<file path="src/rtl/bss_pkg.sv">
// Package for the Bezier segment sample generator: widths, codes and the
// command and status structs shared by the controller and the datapath.
// No dependencies.
package bss_pkg;

   localparam int MAX_SEG_LEN = 8192;
   localparam int LEN_W       = 14;
   localparam int LVL_W       = 16;
   localparam int POS_W       = 18;
   localparam int X_W         = 32;
   localparam int X_FRAC      = 16;
   localparam int T_FRAC      = 24;
   localparam int T_W         = 25;
   localparam int STEP_W      = 17;
   localparam int FILL_W      = 15;
   localparam int DIV_N_W     = 41;
   localparam int DIV_D_W     = 17;
   localparam int CNT_W       = 6;
   localparam int MUL_A_W     = 33;
   localparam int PROD_W      = 59;
   localparam int QUAL_W      = 4;
   localparam int IN_DATA_W   = 120;

   localparam logic [QUAL_W-1:0] QUAL_RESET = 4'd5;

   localparam logic [1:0] KIND_LINEAR = 2'd0;
   localparam logic [1:0] KIND_QUAD   = 2'd1;
   localparam logic [1:0] KIND_CUBIC  = 2'd2;
   localparam logic [1:0] KIND_SPARE  = 2'd3;

   localparam logic ACT_LOAD    = 1'b0;
   localparam logic ACT_REQUEST = 1'b1;

   typedef struct packed {
      logic       load;
      logic       out_empty;
      logic       out_sample;
      logic       lin_mul;
      logic       lin_div;
      logic       cand_init;
      logic       lerp_mul;
      logic       lerp_add;
      logic       lerp_y;
      logic [1:0] lerp_tail;
      logic       drop;
      logic       cand_upd;
   } bss_cmd_type;

   typedef struct packed {
      logic pending;
      logic linear;
      logic cubic;
      logic need_cand;
      logic steps_done;
      logic div_busy;
      logic out_free;
   } bss_status_type;

endpackage

</file>
<file path="src/rtl/bss_ctrl.sv">
// Controller state machine: sequences loads, linear division, candidate
// evaluation and result writes. Depends on bss_pkg.
module bss_ctrl (
   input  logic                     clock,
   input  logic                     reset,
   input  logic                     req_tvalid,
   input  logic                     req_action,
   output logic                     req_tready,
   input  bss_pkg::bss_status_type  status,
   output bss_pkg::bss_cmd_type     cmd
);

   typedef enum logic [10:0] {
      S_IDLE     = 11'b00000000001,
      S_REQ      = 11'b00000000010,
      S_LIN_MUL  = 11'b00000000100,
      S_LIN_DIV  = 11'b00000001000,
      S_LIN_WAIT = 11'b00000010000,
      S_CHECK    = 11'b00000100000,
      S_CAND_DIV = 11'b00001000000,
      S_LERP_MUL = 11'b00010000000,
      S_LERP_ADD = 11'b00100000000,
      S_DROP     = 11'b01000000000,
      S_OUT      = 11'b10000000000
   } state_type;

   state_type  state_ff, state_in;
   logic [2:0] pts_ff, pts_in;    // points on the current level
   logic [1:0] op_ff, op_in;      // interpolations done on this level
   logic       y_ff, y_in;
   logic       empty_ff, empty_in;

   always_comb begin
      state_in   = state_ff;
      pts_in     = pts_ff;
      op_in      = op_ff;
      y_in       = y_ff;
      empty_in   = empty_ff;
      cmd        = '0;
      req_tready = (state_ff == S_IDLE);
      cmd.lerp_y    = y_ff;
      cmd.lerp_tail = 2'(pts_ff - 3'd1);
      case (state_ff)
         S_IDLE: begin
            if (req_tvalid) begin
               if (req_action == bss_pkg::ACT_LOAD) begin
                  cmd.load = 1'b1;
               end else begin
                  state_in = S_REQ;
               end
            end
         end
         S_REQ: begin
            empty_in = !status.pending;
            if (!status.pending) begin
               state_in = S_OUT;
            end else if (status.linear) begin
               state_in = S_LIN_MUL;
            end else begin
               state_in = S_CHECK;
            end
         end
         S_LIN_MUL: begin
            cmd.lin_mul = 1'b1;
            state_in    = S_LIN_DIV;
         end
         S_LIN_DIV: begin
            cmd.lin_div = 1'b1;
            state_in    = S_LIN_WAIT;
         end
         S_LIN_WAIT: begin
            if (!status.div_busy) begin
               state_in = S_OUT;
            end
         end
         S_CHECK: begin
            if (!status.need_cand || status.steps_done) begin
               state_in = S_OUT;
            end else begin
               cmd.cand_init = 1'b1;
               pts_in   = status.cubic ? 3'd4 : 3'd3;
               op_in    = '0;
               y_in     = 1'b0;
               state_in = S_CAND_DIV;
            end
         end
         S_CAND_DIV: begin
            if (!status.div_busy) begin
               state_in = S_LERP_MUL;
            end
         end
         S_LERP_MUL: begin
            cmd.lerp_mul = 1'b1;
            state_in     = S_LERP_ADD;
         end
         S_LERP_ADD: begin
            cmd.lerp_add = 1'b1;
            y_in         = !y_ff;
            state_in     = S_LERP_MUL;
            if (y_ff) begin
               op_in = op_ff + 2'd1;
               if (3'(op_ff + 2'd1) == 3'(pts_ff - 3'd1)) begin
                  state_in = S_DROP;
               end
            end
         end
         S_DROP: begin
            cmd.drop = 1'b1;
            pts_in   = pts_ff - 3'd1;
            op_in    = '0;
            if (pts_ff == 3'd2) begin
               cmd.cand_upd = 1'b0;
               state_in     = S_CHECK;
            end else begin
               state_in = S_LERP_MUL;
            end
         end
         S_OUT: begin
            if (status.out_free) begin
               cmd.out_sample = !empty_ff;
               cmd.out_empty  = empty_ff;
               state_in       = S_IDLE;
            end
         end
         default: begin
            state_in = S_IDLE;
         end
      endcase
      // The candidate is complete once the final level has one point left.
      if (state_ff == S_DROP && pts_ff == 3'd2) begin
         cmd.cand_upd = 1'b1;
      end
   end

   always_ff @(posedge clock) begin
      if (reset) begin
         state_ff <= S_IDLE;
         pts_ff   <= '0;
         op_ff    <= '0;
         y_ff     <= 1'b0;
         empty_ff <= 1'b0;
      end else begin
         state_ff <= state_in;
         pts_ff   <= pts_in;
         op_ff    <= op_in;
         y_ff     <= y_in;
         empty_ff <= empty_in;
      end
   end

endmodule

</file>
<file path="config.mk">
export PLATFORM = sky130hd
export DESIGN_NAME = bss_ctrl
export DESIGN_NICKNAME = d
export VERILOG_FILES = /design/src/rtl/bss_pkg.sv /design/src/rtl/bss_ctrl.sv
export SDC_FILE = /design/constraint.sdc
export NUM_CORES = 1
export LEC_CHECK = 0
export ABC_CLOCK_PERIOD_IN_PS = 2300
export BUFFER_PORTS_ARGS = -buffer_cell sky130_fd_sc_hd__buf_2
export CAP_MARGIN = 30
export CORE_MARGIN = 5
export CORE_UTILIZATION = 45
export DETAILED_ROUTE_END_ITERATION = 7
export PLACE_DENSITY = 0.76
export SYNTH_ARGS = -nofsm -noshare
export SYNTH_HDL_FRONTEND = slang
export SYNTH_SLANG_ARGS = --single-unit
</file>
<file path="constraint.sdc">
create_clock -name clock -period 2.3 [get_ports clock]
set_input_delay 0.23 -clock clock [delete_from_list [all_inputs] [get_ports clock]]
set_output_delay 0.23 -clock clock [all_outputs]
set_load 0.02 [all_outputs]
</file>
[Yosys cells after proc, flatten, opt, wreduce, memory -nomap -nowiden]
Cells that the tools add are included.
Storage, ports and cells
  output and inout port bits: 14
  ROM bits: 0
  memories kept: 0
  logic and storage cells: 74
  memory bits (writable): 0
  bits in latches: 0
  register bits: 18
Cells by class
  div/mod/pow operators: 0
  equality and inequality tests: 20
  muxes and demuxes: 33
  multiply operators: 0
  bitwise gates (word level): 0
  shift-type cells: 0
  order comparisons: 0
  add/sub/neg operators: 3
  reduce and logical (&&, ||, !) cells: 13
Operators with widths (number)
  case mux 11 bit (11 select lines): 1
  two-way mux 11 bit: 7
  two-way mux 10 bit: 2
  inequality test 2 bit (second input constant): 7
  equality test 11 x 1 -> 1 bit (second input constant): 1
  equality test 11 x 10 -> 1 bit (second input constant): 1
  equality test 11 bit (second input constant): 1
  equality test 11 x 2 -> 1 bit (second input constant): 1
  equality test 11 x 3 -> 1 bit (second input constant): 1
  equality test 11 x 4 -> 1 bit (second input constant): 1
  equality test 11 x 5 -> 1 bit (second input constant): 1
  equality test 11 x 6 -> 1 bit (second input constant): 1
  equality test 11 x 7 -> 1 bit (second input constant): 1
  equality test 11 x 8 -> 1 bit (second input constant): 1
  equality test 11 x 9 -> 1 bit (second input constant): 1
  two-way mux 1 bit: 11
  two-way mux 2 bit: 5
  two-way mux 8 bit: 1
  two-way mux 3 bit: 2
  two-way mux 6 bit: 1
  case mux 2 bit (3 select lines): 1
  case mux 3 bit (2 select lines): 1
  AND reduction 5 bit: 1
  zero test 1 bit: 4
  other kinds (12): 14

[Logic depth before layout (Yosys ltp)]
  word-level depth: 5
  gate-level depth with buffers: 8
  depth with buffers taken out: 7

[Least setup slack after synthesis]
Ideal clock, no wire load.
  kind: register to output
  from: reg state_ff[2]
  to: out cmd[12] in the netlist's numbering
  data required time: 2.070 ns
  cell stages (with the launch flop): 6
  path slack: 0.020 ns
  data arrival time: 2.050 ns
  cell sequence: dfxtp_1 -> buf_2 -> or4_1 -> nor3_1 -> nand3_1 -> nor3b_1
RTL lines
  start: declaration: line bss_ctrl.sv:27  | state_type state_ff, state_in;
  start signal: assignment: line bss_ctrl.sv:143  | state_ff <= state_in;
  end: declaration: line bss_ctrl.sv:10  | output bss_pkg::bss_cmd_type cmd

==> results.py <==
metrics = {
    "grt": {
        "grt_first_pass_wirelength_um": 4864,
        "antenna_found_initial": 0,
        "busiest_layer": "met2",
        "track_usage_pct": 17.27,
        "grt_max_degree": 16,
        "met1_usage_pct": 22.32,
        "first_global_vias": 1114,
        "use_met2_pct": 27.79,
        "overflow": 0,
        "gr-usage-met3_pct": 3.774,
    },
    "clock_network": {
        "cts_root_buffer": "clkbuf_4",
        "clk_pin_slew_ns": 0.11,
        "clock-sinks": 18,
        "clkLatencyLatePin_ns": 0.30,
        "cts_tree": "built",
        "cts_buffers": 3,
        "cts_buffer_depth": 2,
        "htreeDepth": 1,
        "cts_hold_buffers": 0,
    },
    "outcome": {
        "status": "finished clean",
    },
    "power": {
        "leakagePower_nw": 0.5925,
        "powerDensity_nw_per_um2": 543.4,
        "ir_worst_vdd_v": 0.0003956,
    },
    "route": {
        "post_drt_wl_per_cell_um": 15.06,
        "drtIter0Drc": 46,
        "wirelength_um": 3057,
        "viasPerCell": 5.897,
        "post-route-drc-count": 0,
        "via_count": 1197,
        "antenna_left": 0,
        "drt_pre_antenna_iters": 5,
    },
    "logic_synthesis": {
        "synth-edff-count": 0,
        "synthCells": 146,
        "yosysMostFrequentCell": "dfxtp_1",
        "synth_common_cells": "18 x dfxtp_1, 13 x nor2_1, 12 x nand2_1",
        "async_reset_ff_share_pct": 0,
        "synth_flop_cell": "dfxtp_1",
        "synth.distinct_cells": 46,
        "synth_nets": 160,
        "avgSynthCellArea_um2": 8.073,
        "netlist_top_cells_area": "dfxtp_1 31%, nor2_1 4.1%, o21ai_0 3.8%",
        "ys_ff_latch": 18,
        "yosys_warnings": 0,
        "yosysTopAreaCell": "dfxtp_1",
        "ys_seq_area_share_pct": 30.57,
        "netlist_area_um2": 1179,
        "synth_top_area_share_pct": 30.57,
    },
    "worst_setup_path": {
        "cp_slowest_cell": "or4_4",
        "path_common_cell": "or4_4",
        "crit_fanout": 8,
        "crit_path_end_kind": "output port",
        "start_kind": "flop",
        "arrival_ns": 2.02,
        "worstSetupPathType": "flop to output port",
        "worstPathCellList": "or4_4 -> or4_4 -> clkinv_4 -> buf_2",
        "cpPeakStageDelay_ns": 0.55,
        "critPathRequiredTime_ns": 2.07,
    },
    "sta": {
        "finClkSkew_ns": 0.005832,
        "worstMarginPinSlew_ns": 0.4804,
        "timing.setup.tns_ns": 0,
        "final-max-slew-violation-count": 0,
        "hold_viol_final": 0,
        "post-route-period-util_pct": 97.65,
        "post-route-min-period_ns": 2.246,
        "max_clock_freq_mhz": 445.2,
        "slew_headroom_pct": 67.68,
        "setup_viol": 0,
    },
    "floorplan": {
        "die-height_um": 61.18,
        "die_w_um": 61.18,
        "initial_core_util_pct": 47.15,
        "die_area_um2": 3742,
        "core-area_um2": 2500,
        "num_rows": 18,
        "io_pins": 25,
    },
    "layout": {
        "design_area_um2": 1436,
        "multiInputGateArea_um2": 767.0,
        "drive_gt1_share_pct": 34.10,
        "nNetsFinal": 188,
        "syn2layout_area_growth_pct": 21.87,
        "final-seq-area_um2": 370.4,
        "antennaDiodeCount": 0,
        "fin_util_pct": 57.46,
        "num-fill-cells": 220,
    },
    "placement": {
        "place_congestion": 0.9245,
        "port_buffers": 24,
        "dpl_cell_area_um2": 1326,
        "hpwl_um": 2238,
    },
    "worst_hold_path": {
        "min_path_type": "input pin to flop",
    },
    "flow_run": {
        "maxCapViolations": 0,
    },
}
[placed cells by master, fill, tap and decap left out, types with 4 or more instances in the layout]
master and instances:
buf_2 23, dfxtp_1 14, nand2_1 11, nor2_1 11
o21ai_0 9, inv_1 8, buf_4 8, a21oi_1 7
xor2_1 5, nand2b_1 4, nor4_1 4, nor4b_1 4
xnor2_1 4
[worst max-delay path: cells and delay by family (launching register included)]
| kind | cells | cell delay, ns |
|---|---|---|
| buffers and inverters | 2 | 0.23 |
| DFF | 1 | 0.39 |
| and+or+nand+nor | 2 | 1.09 |
[path summary, 6_finish.rpt]
check	from	endpoint	slack [ns]	cells past startpoint
worst min register to register	op_ff[1]$_SDFFE_PP0P_	op_ff[1]$_SDFFE_PP0P_	0.52	2
worst max register to register	state_ff[6]$_SDFFE_PP0P_	pts_ff[2]$_SDFFE_PP0P_	0.21	6
worst min-delay path	status[5]	state_ff[2]$_SDFFE_PP0P_	0.19	2
worst max-delay path	state_ff[6]$_SDFFE_PP0P_	cmd[1]	0.05	4
[cells by family (layout without fill, tap and decap cells)]
logic type / Yosys count / in the layout / synth area share (%)
and+or+nand+nor: 68 / 68 / 33.97
buffers and inverters: 18 / 45 / 7.962
muxes: 2 / 2 / 2.229
adders and majority gates: 3 / 3 / 3.185
xor gates and xnor gates: 9 / 9 / 6.687
AOI/OAI and AO/OA: 28 / 28 / 15.39
DFF: 18 / 18 / 30.57
[power by group]
part           leakage [nW]  internal [mW]  switching [mW]
clock network        0.0210         0.0964           0.104
logic                 0.423         0.0904           0.135
registers             0.148          0.324          0.0297
total                 0.592          0.511           0.269
[state kept, by name, indices dropped and copies added, names as in the netlist]
name	flops
state_ff	11
y_ff	1
pts_ff	3
empty_ff	1
op_ff	2
[area by class of cell]
| type | instances | share of cell area, % |
|---|---|---|
| Sequential cell | 18 | 25.78 |
| Inverter | 9 | 2.700 |
| Timing Repair Buffer | 32 | 12.98 |
| Tap cell | 30 | 2.613 |
| Multi-Input combinational cell | 110 | 53.40 |
| Clock buffer | 4 | 2.526 |
[metal layers]
layer  share of wire (%)  wire length [µm]  vias up
li1                    -                 -      578
met3                 7.9               240        6
met1                  43              1315      568
met4                 1.3                40        0
met5                   0                 0        -
met2                  48              1461       45
[repair_timing]
item | in CTS | in global routing
setup endpoints to repair | 4 | 3
resized for setup | 7 | 11
hold endpoints to repair | 0 | 0
setup buffers | 1 | 1
pin swaps | 1 | 3
[metrics by stage]
step	hold slack, ns	power [mW]	setup slack [ns]	instances
global route	0.1841	0.8253	-0.01280	203
global placement	0.4925	0.5660	0.1979	197
CTS	0.1840	0.7696	0.02098	202
floorplan	0.3021	0.5049	0.02039	146
detailed placement	0.4994	0.5702	0.1766	197
finish	0.1923	0.7805	0.05397	203
No activity file was read; power rests on OpenSTA's default activity.
